<file path="src/sv/oaht_pkg.sv">
// ============================================================================
// oaht_pkg
// Shared types and constants for the open-addressing hash table.
// ============================================================================
package oaht_pkg;

    localparam int TableDepth = 1024;
    localparam int IdxW       = $clog2(TableDepth);
    localparam int CntW       = IdxW + 1;
    localparam int KeyBytes   = 16;

    localparam logic [63:0] FNV_OFFSET = 64'hcbf29ce484222325;
    localparam logic [63:0] FNV_PRIME  = 64'h00000100000001b3;

    localparam logic [1:0] OP_GET = 2'd0;
    localparam logic [1:0] OP_PUT = 2'd1;
    localparam logic [1:0] OP_DEL = 2'd2;
    localparam logic [1:0] OP_CLR = 2'd3;

    localparam logic [1:0] TAG_EMPTY = 2'd0;
    localparam logic [1:0] TAG_LIVE  = 2'd1;
    localparam logic [1:0] TAG_TOMB  = 2'd2;

    localparam logic [1:0] ST_HIT  = 2'd0;
    localparam logic [1:0] ST_MISS = 2'd1;
    localparam logic [1:0] ST_INS  = 2'd2;
    localparam logic [1:0] ST_FULL = 2'd3;

    localparam logic CFG_CAP = 1'b0;
    localparam logic CFG_WM  = 1'b1;

    // One stored slot entry (everything but the tag).
    typedef struct packed {
        logic [63:0] key_lo;
        logic [63:0] key_hi;
        logic [4:0]  key_len;
        logic [63:0] value;
    } entry_t;

    // Byte mask keeping the lowest n bytes of a 64-bit word.
    function automatic logic [63:0] byte_mask(input logic [4:0] n);
        logic [63:0] m;
        m = '0;
        for (int i = 0; i < 8; i++) begin
            if (5'(i) < n) m[8*i +: 8] = 8'hff;
        end
        return m;
    endfunction

endpackage

</file>
<file path="src/sv/oaht_hash.sv">
// ============================================================================
// oaht_hash
// Byte-serial FNV-1 hash: one multiply and xor per cycle. The prime is
// 2^40 + 0x1b3, so h * prime is computed as (h << 40) + h * 0x1b3, which
// needs only a narrow constant multiply.
// ============================================================================
module oaht_hash (
    input  logic        aclk,
    input  logic        aresetn,
    input  logic        start,
    input  logic [63:0] key_lo,
    input  logic [63:0] key_hi,
    input  logic [4:0]  key_len,
    output logic        done,
    output logic [63:0] hash
);

    logic [63:0] h_reg, h_next;
    logic [4:0]  i_reg, i_next;
    logic        busy_reg, busy_next;
    logic        done_reg, done_next;
    logic [7:0]  byte_sel;
    logic [63:0] prod;

    // Pick the current key byte.
    always_comb begin
        byte_sel = i_reg[3] ? key_hi[{i_reg[2:0], 3'b000} +: 8]
                            : key_lo[{i_reg[2:0], 3'b000} +: 8];
        prod = (h_reg << 40) + (h_reg * 64'h1b3);
    end

    // Step control.
    always_comb begin
        h_next    = h_reg;
        i_next    = i_reg;
        busy_next = busy_reg;
        done_next = 1'b0;
        if (start) begin
            h_next    = oaht_pkg::FNV_OFFSET;
            i_next    = '0;
            busy_next = 1'b1;
        end else if (busy_reg) begin
            if (i_reg >= key_len) begin
                busy_next = 1'b0;
                done_next = 1'b1;
            end else begin
                h_next = prod ^ {56'd0, byte_sel};
                i_next = i_reg + 5'd1;
            end
        end
    end

    always_ff @(posedge aclk) begin
        if (!aresetn) begin
            busy_reg <= 1'b0;
            done_reg <= 1'b0;
            i_reg    <= '0;
        end else begin
            busy_reg <= busy_next;
            done_reg <= done_next;
            i_reg    <= i_next;
        end
        h_reg <= h_next;
    end

    assign done = done_reg;
    assign hash = h_reg;

endmodule

</file>
<file path="config.mk">
export PLATFORM = sky130hd
export DESIGN_NAME = oaht_hash
export DESIGN_NICKNAME = d
export VERILOG_FILES = /design/src/sv/oaht_pkg.sv /design/src/sv/oaht_hash.sv
export SDC_FILE = /design/constraint.sdc
export NUM_CORES = 1
export LEC_CHECK = 0
export BUFFER_PORTS_ARGS = -buffer_cell sky130_fd_sc_hd__buf_2
export CORE_AREA = 2 2 252 254
export CTS_CLUSTER_SIZE = 14
export DETAILED_ROUTE_END_ITERATION = 10
export DIE_AREA = 0 0 254 256
export GPL_ROUTABILITY_DRIVEN = 0
export GPL_TIMING_DRIVEN = 0
export PLACE_DENSITY = 0.43
export SLEW_MARGIN = 40
export SYNTH_ARGS = -nofsm -noshare
export SYNTH_HDL_FRONTEND = slang
export SYNTH_SLANG_ARGS = --single-unit
</file>
<file path="constraint.sdc">
create_clock -name aclk -period 15.3 [get_ports aclk]
set_input_delay 0 -clock aclk [delete_from_list [all_inputs] [get_ports aclk]]
set_output_delay 0 -clock aclk [all_outputs]
set_load 0.05 [all_outputs]
</file>
* Yosys cells after proc, flatten, opt, wreduce, memory -nomap -nowiden
Index checks and enable logic that the tools add are counted.
** Storage, ports and cells
- Register bits after elaboration :: 71
- Logic and storage cells :: 22
- Input bits :: 136
- Output and inout port bits :: 65
** Operators by class
- Muxes and demuxes :: 5
- Reductions and logical operators :: 3
- Shift operators :: 2
- Multipliers :: 1
- Order comparisons :: 1
- Add/sub/neg operators :: 2
- Bitwise operators :: 4
** Operator list (number)
- $shiftx A64 B7 Y8 :: 2
- $add A64 B64 Y64 :: 1
- $mul A64 B9 Y64 const B :: 1
- $xor A64 B8 Y64 :: 1
- $mux W8 :: 1
- $add A5 B1 Y5 const B :: 1
- $ge A5 B5 Y1 :: 1
- $mux W1 :: 4
- $not A1 Y1 :: 3
- $reduce_or A3 Y1 :: 1
- $reduce_and A2 Y1 :: 1
- $reduce_or A2 Y1 :: 1

* Longest topological paths before layout
Gate-level depths: netlist of the first run.
- Word-level depth :: 4
- Mapped depth :: 22
- Depth with buffers taken out :: 20

* Worst setup path after synthesis of the first run
No wires, ideal clock.
- Kind :: reg2reg
- From :: register h_reg[36], in the netlist hash[36]
- To :: register h_reg[63], in the netlist hash[63]
- Library setup time :: 145 ps
- Arrival time :: 5196 ps
- Path slack :: 9959 ps
- Period minus slack after synthesis :: 5341 ps
- Data required time :: 15155 ps
- Cell stages (with the launch flop) :: 22
- Path buffers :: 1
- Cell sequence :: dfxtp_1 > ha_1 > inv_1 > fa_1 > inv_1 > fa_1 > fa_1 > inv_1 > fa_1 > inv_1 > ha_1 > clkbuf_1 > and3_1 > nand2_1 > nor3_1 > o311ai_0 > and3_1 > o31a_2 > o21ai_1 > a311oi_1 > mux2i_1 > o2111ai_1
** Between the ends
- Longest elaborated chain between the ends :: 3
** RTL lines
- start, declared :: line oaht_hash.sv:18 : logic [63:0] h_reg, h_next;
- start signal, assigned :: line oaht_hash.sv:63 : h_reg <= h_next;
- $mul A64 B9 Y64 :: line oaht_hash.sv:29 : prod = (h_reg << 40) + (h_reg * 64'h1b3);
- $add A64 B64 Y64 :: line oaht_hash.sv:29
- $xor A64 B8 Y64 :: line oaht_hash.sv:47 : h_next = prod ^ {56'd0, byte_sel};
Every way passes these cells.
A chain may end at the register's enable or synchronous reset.

* Worst setup path after layout of the first run
- From :: register h_reg[6], in the netlist hash[6]
- To :: register h_reg[63], in the netlist hash[63]
** Between the ends
- Longest elaborated chain between the ends :: 3
** RTL lines (line)
- $mul A64 B9 Y64 :: oaht_hash.sv:29
- $add A64 B64 Y64 * :: oaht_hash.sv:29
- $xor A64 B8 Y64 * :: oaht_hash.sv:47
Every way passes the cells marked *; elsewhere a longest branch is shown, timed or not.

==> flow_metrics.tcl, run 1 <==
set metrics [dict create \
    grt_pass1_vias 13400 \
    final_cell_mix "481 x inv_1, 226 x fa_1, 210 x buf_2" \
    maxSlewHeadroom 0.441 \
    syn_nets 2310 \
    wire_per_inst_um 17.8 \
    initial_utilization 0.247 \
    drtAntennaViolNets 0 \
    final_common_cell "inv_1" \
    grt_overflow 0 \
    multi_input_area_sq_um 11900 \
    endpoint_kind "flip-flop" \
    finalHoldViolCount 0 \
    grt_antenna_before_repair 2 \
    setup_viol 0 \
    dp_hpwl_um 45300 \
    clk_pin_slew_worst_paths_ns 0.06 \
    track_usage 0.159 \
    skew_ns 0.00723 \
    period_needed_ns 6.18 \
    ys_ff_latch 71 \
    synth_enable_flop_cells 0 \
    viasPerCell 4.37 \
    nets 2523 \
    io_buffers 200 \
    synthArstFlopShare 0 \
    cts_num_sinks 71 \
    die_w_um 254 \
    grt_max_degree 13 \
    yosys_most_used_dff "dfxtp_1" \
    route.detailed.drc 0 \
    cp_data_arrival_time_ns 6.36 \
    cts_resized 0 \
    ys_warn_count 0 \
    io_pins 201 \
    avgSynthCellArea_sq_um 8.78 \
    status "complete, no violations" \
    root_buffer "clkbuf_16" \
    htree_num_levels 3 \
    regArea_sq_um 1420 \
    cts_made_buffers 9 \
    netlist_area_sq_um 15400 \
    netlist_top_cells_area "fa_1 29%, ha_1 16%, inv_1 12%, dfxtp_1 9.2%, mux4_2 5.8%" \
    max_freq_ghz 0.162 \
    timing.final.max_slew_violations 0 \
    vias 12300 \
    worstPathMaxFanout 7 \
    synth_top_area_share 0.294 \
    rsz0062_at_grt "false" \
    fillers 6864 \
    drt_iter0_markers 521 \
    synth.distinct_cells 69 \
    areaGrowthSynthToFinish_pct 15.6 \
    critPathLaunchType "flip-flop" \
    rows 92 \
    worst_pin_slew_ns 0.839 \
    synthCells 1756 \
    fp.dieH_um 256 \
    cts_tree "done" \
    drt_first_pass_iters 5 \
    setup_tns_ns 0 \
    critPathRequiredTime_ns 15.48 \
    largest_register_ffs 64 \
    core-area_sq_um 62400 \
    yosysTopAreaCell "fa_1" \
    period_share 0.404 \
    insertion_delay_ns 0.36 \
    synth.yosys.seq_area_share 0.0922 \
    grt_pass1_wl_um 78600 \
    dieArea_sq_um 65000 \
    worst_hold_path_type "primary input to flip-flop" \
    cts_buffer_depth 2 \
    post_cts_buffers 0 \
    cap_violations 0 \
    crit_type "flip-flop to flip-flop" \
    wl_um 50200 \
    drive_gt1_frac 0.145 \
]
## routing by layer
layer | share of wire | wire length [um] | GRT usage | vias to the layer above
li1 | - | - | - | 5991
met1 | 0.44 | 21900 | 0.200 | 5976
met2 | 0.49 | 24600 | 0.279 | 297
met3 | 0.046 | 2300 | 0.0273 | 51
met4 | 0.027 | 1360 | 0.0425 | 0
met5 | 0 | 0 | 0 | -
## final cells by class
| cell class | count | area share |
|---|---|---|
| antenna | 1 | 0.000140 |
| tap | 846 | 0.0594 |
| multi-input combinational | 1140 | 0.669 |
| timing repair buffer | 202 | 0.0573 |
| buffer | 64 | 0.0147 |
| sequential | 71 | 0.0798 |
| clock buffer | 11 | 0.0136 |
| inverter | 481 | 0.101 |
| clock inverter | 5 | 0.00456 |
## synth_stat cells, types with 3 or more instances
master,instances
a211oi_1,8
a21o_1,22
a21oi_1,127
a31oi_1,9
and2_1,6
and3_1,10
buf_1,5
buf_2,9
clkbuf_1,47
dfxtp_1,71
fa_1,226
ha_1,192
inv_1,481
mux4_2,40
nand2_1,136
nand2b_1,5
nand3_1,22
nand4_1,17
nor2_1,39
nor2b_1,11
nor3_1,11
o2111ai_1,4
o211ai_1,21
o21a_1,13
o21ai_0,47
o21bai_1,15
o31ai_1,4
or3_1,3
xnor2_1,63
xor2_1,45
## metrics by stage
step	util	cell area [sq um]	worst slack (ns)	instances	hold WS, ns
after floorplan	-	15400	9.96	1756	0.128
after global placement	0.280	17500	9.05	2802	0.261
after detailed placement	0.280	17500	9.07	2802	0.264
after CTS	0.286	17800	9.06	2820	0.195
after global routing	0.286	17800	8.72	2821	0.223
final	0.286	17800	9.12	2821	0.192
## path summary, 6_finish.rpt
check,cells after the start,end,start,slack (ns)
setup reg to reg,21,hash[63],hash[6],9.12
hold reg to reg,1,done,busy_reg,0.49
setup / recovery,21,hash[63],hash[6],9.12
hold / removal,5,done,key_len[4],0.19
## critical path, cell delays in order, from the launching register on
cell and delay (ns):
dfxtp_1 0.72, ha_1 0.42, inv_1 0.10, fa_1 0.54
inv_1 0.05, fa_1 0.47, inv_1 0.05, fa_1 0.47
inv_1 0.04, ha_1 0.26, ha_1 0.27, clkbuf_2 0.16
a21oi_1 0.26, o21ai_0 0.17, and2_1 0.21, o311ai_0 0.43
and3_1 0.29, o31a_2 0.21, o21ai_1 0.13, a311oi_1 0.38
mux2i_1 0.24, o2111ai_1 0.13
## what timing repair did
item,in CTS,in global routing
hold endpoints to repair,2,0
hold buffers,2,0
setup endpoints to repair,0,0
## cell families after synthesis
group,after synthesis,synth area share
simple gates,269,0.0792
fa+ha+maj,418,0.449
xor+xnor,108,0.0614
mux,43,0.0607
buf+inv,545,0.134
compound gates,302,0.123
flops,71,0.0922
Power of run 1 is not shown: default switching activity piles up to over one toggle a cycle in this logic, so the estimate is an artifact.
==> run 2: changes to the inputs <==
--- a/config.mk
+++ b/config.mk
@@ -5,11 +5,12 @@
 export SDC_FILE = /design/constraint.sdc
 export NUM_CORES = 1
 export LEC_CHECK = 0
+export ABC_AREA = 1
 export BUFFER_PORTS_ARGS = -buffer_cell sky130_fd_sc_hd__buf_2
-export CORE_AREA = 2 2 252 254
+export CORE_AREA = 2 2 268 270
 export CTS_CLUSTER_SIZE = 14
 export DETAILED_ROUTE_END_ITERATION = 10
-export DIE_AREA = 0 0 254 256
+export DIE_AREA = 0 0 270 272
 export GPL_ROUTABILITY_DRIVEN = 0
 export GPL_TIMING_DRIVEN = 0
 export PLACE_DENSITY = 0.43
==> constraint.sdc (replaced) <==
create_clock -name aclk -period 6.2 [get_ports aclk]
set_input_delay 0 -clock aclk [delete_from_list [all_inputs] [get_ports aclk]]
set_output_delay 0 -clock aclk [all_outputs]
set_load 0.05 [all_outputs]
==> flow_metrics.tcl, run 2 <==
set metrics [dict create \
    dp_hpwl_um 58900 \
    drt_iter0_markers 1065 \
    final_cell_mix "763 x inv_1, 628 x nand2_1, 226 x fa_1" \
    r2r-end "hash[49]" \
    die_w_um 270 \
    reg2reg_slack_ns 0.83 \
    cts_tree "done" \
    crit_type "flip-flop to flip-flop" \
    cts_resized 0 \
    syn_nets 3144 \
    final_common_cell "inv_1" \
    netlist_area_sq_um 17500 \
    dieArea_sq_um 73400 \
    vias 16200 \
    synth.distinct_cells 42 \
    cap_violations 0 \
    grt_use_met2 0.302 \
    avgSynthCellArea_sq_um 6.76 \
    synth_compound_area_frac 0.0721 \
    synthArstFlopShare 0 \
    drtAntennaViolNets 0 \
    worst_hold_path_type "primary input to flip-flop" \
    hp-start "key_lo[51]" \
    endpoint_kind "flip-flop" \
    ys_warn_count 0 \
    cts_made_buffers 9 \
    status "complete, no violations" \
    synthMuxAreaShare 0 \
    synth_top_area_share 0.259 \
    whs_path_depth 7 \
    worstPathMaxFanout 5 \
    period_share 0.866 \
    synth_top_cells_by_count "763 x inv_1, 628 x nand2_1, 226 x fa_1" \
    finalHoldViolCount 0 \
    htree_num_levels 3 \
    synth_top_family_by_area "adder cells" \
    insertion_delay_ns 0.38 \
    grtUsageMet1 0.250 \
    synth-simple-area-share 0.239 \
    grt_max_degree 15 \
    grt_overflow 0 \
    route.detailed.drc 0 \
    clk_pin_slew_worst_paths_ns 0.07 \
    grt_pass1_vias 16500 \
    maxSlewHeadroom 0.447 \
    stdcell_area_sq_um 20000 \
    hold-worst-slack_ns 0.233 \
    cts_num_sinks 71 \
    track_usage 0.181 \
    synth_enable_flop_cells 0 \
    wire_per_inst_um 17.5 \
    nets 3357 \
    viasPerCell 4.30 \
    synth_most_common_cell "inv_1" \
    drive_gt1_frac 0.100 \
    worst_pin_slew_ns 0.830 \
    setup_viol 0 \
    wl_um 65800 \
    io_buffers 200 \
    synthCells 2590 \
    yosys_most_used_dff "dfxtp_1" \
    areaGrowthSynthToFinish_pct 14.4 \
    timing.final.max_slew_violations 0 \
    largest_register_ffs 64 \
    busiest_layer "met2" \
    rows 98 \
    setup_tns_ns 0 \
    synth-adder-area-share 0.396 \
    skew_ns 0.0129 \
    root_buffer "clkbuf_16" \
    cts_buffer_depth 2 \
    ys_ff_latch 71 \
    gr-usage-met3 0.0224 \
    critPathRequiredTime_ns 6.45 \
    grt_antenna_before_repair 1 \
    core-area_sq_um 70800 \
    grt_pass1_wl_um 101000 \
    synthXorXnorAreaFrac 0.0330 \
    initial_utilization 0.247 \
    drt_first_pass_iters 5 \
    place_area_sq_um 19700 \
    reg2reg_depth 21 \
    holdPathEnd "hash[3]" \
    max_freq_ghz 0.186 \
    cp_data_arrival_time_ns 5.62 \
    period_needed_ns 5.37 \
    rsz0062_at_grt "false" \
    fillers 8140 \
    synth.yosys.seq_area_share 0.0812 \
    fp.dieH_um 272 \
    io_pins 201 \
    netlist_top_cells_area "fa_1 26%, inv_1 16%, ha_1 14%, nand2_1 13%, dfxtp_1 8.1%" \
    critPathLaunchType "flip-flop" \
    yosysTopAreaCell "fa_1" \
    r2r_start "hash[4]" \
]
==> run 2: cell count changes in the layout (fill, tap and decap cells not counted), moves of 22 or more <==
cell      previous run  this run
o22ai_1              1        23
a21oi_1            127        82
clkbuf_1            47         4
nand3_1             22       157
mux4_2              40         0
nor2_1              39       145
xnor2_1             63        36
inv_1              481       763
nand2_1            136       628
==> run 2: repair_timing <==
item | CTS | global route
endpoints found under the hold margin | 4 | 0
setup buffers | 0 | 0
hold buffers | 2 | 0
==> run 2: worst max-delay path by stage <==
| stage | depth (start not counted) | slack (ns) | end | start |
|---|---|---|---|---|
| finish | 21 | 0.83 | hash[49] | hash[4] |
| global placement | 21 | 0.90 | hash[49] | hash[4] |
| detailed placement | 21 | 0.91 | hash[49] | hash[4] |
| CTS | 21 | 0.88 | hash[49] | hash[4] |
| floorplan | 21 | 1.72 | hash[56] | hash[36] |
| global route | 21 | 0.61 | hash[38] | hash[4] |
==> run 2: routing by layer <==
| metal | share of wire | vias to the layer above |
|---|---|---|
| met5 | 0 | - |
| met2 | 0.46 | 387 |
| met4 | 0.021 | 0 |
| li1 | - | 8145 |
| met1 | 0.47 | 7605 |
| met3 | 0.051 | 45 |
==> run 2: metrics by stage <==
stage / cells / util / setup WS (ns)
after global placement: 3740 / 0.278 / 0.900
final: 3763 / 0.283 / 0.833
after detailed placement: 3740 / 0.278 / 0.908
after CTS: 3758 / 0.283 / 0.879
after global routing: 3759 / 0.283 / 0.610
after floorplan: 2590 / - / 1.72
==> run 2: layout make-up <==
class | count | area, sq um | share of cell area
antenna | 5 | 12.5 | 0.000625
buffer | 40 | 238 | 0.0119
clock buffer | 10 | 239 | 0.0119
clock inverter | 6 | 50.0 | 0.00250
inverter | 770 | 2900 | 0.145
multi-input combinational | 1709 | 12900 | 0.647
sequential | 71 | 1420 | 0.0710
tap | 950 | 1190 | 0.0594
timing repair buffer | 202 | 1020 | 0.0510
==> run 2: kinds of logic (layout without fill, tap and decap cells) <==
logic type                 after synthesis  after routing
xor gates and xnor gates                66             66
adders and majority gates              418            418
DFF                                     71             71
other                                    0              5
buffers and inverters                  810           1028
and+or+nand+nor                       1001           1001
AOI/OAI and AO/OA                      224            224
==> run 2: worst max-delay path, stage by stage (launching register included) <==
cell and delay, ns:
dfxtp_1 0.76, ha_1 0.42, inv_1 0.10, fa_1 0.53, inv_1 0.05, fa_1 0.48
inv_1 0.05, fa_1 0.47, inv_1 0.04, ha_1 0.27, ha_1 0.38, nand2_1 0.14
nor2_1 0.28, nand3_1 0.12, nand2_1 0.28, a21oi_1 0.16, inv_1 0.18, nand2_1 0.11
nand3_1 0.10, nand2_1 0.05, nand3_1 0.20, nand2_1 0.07
Power of run 2 is left out for the same reason.
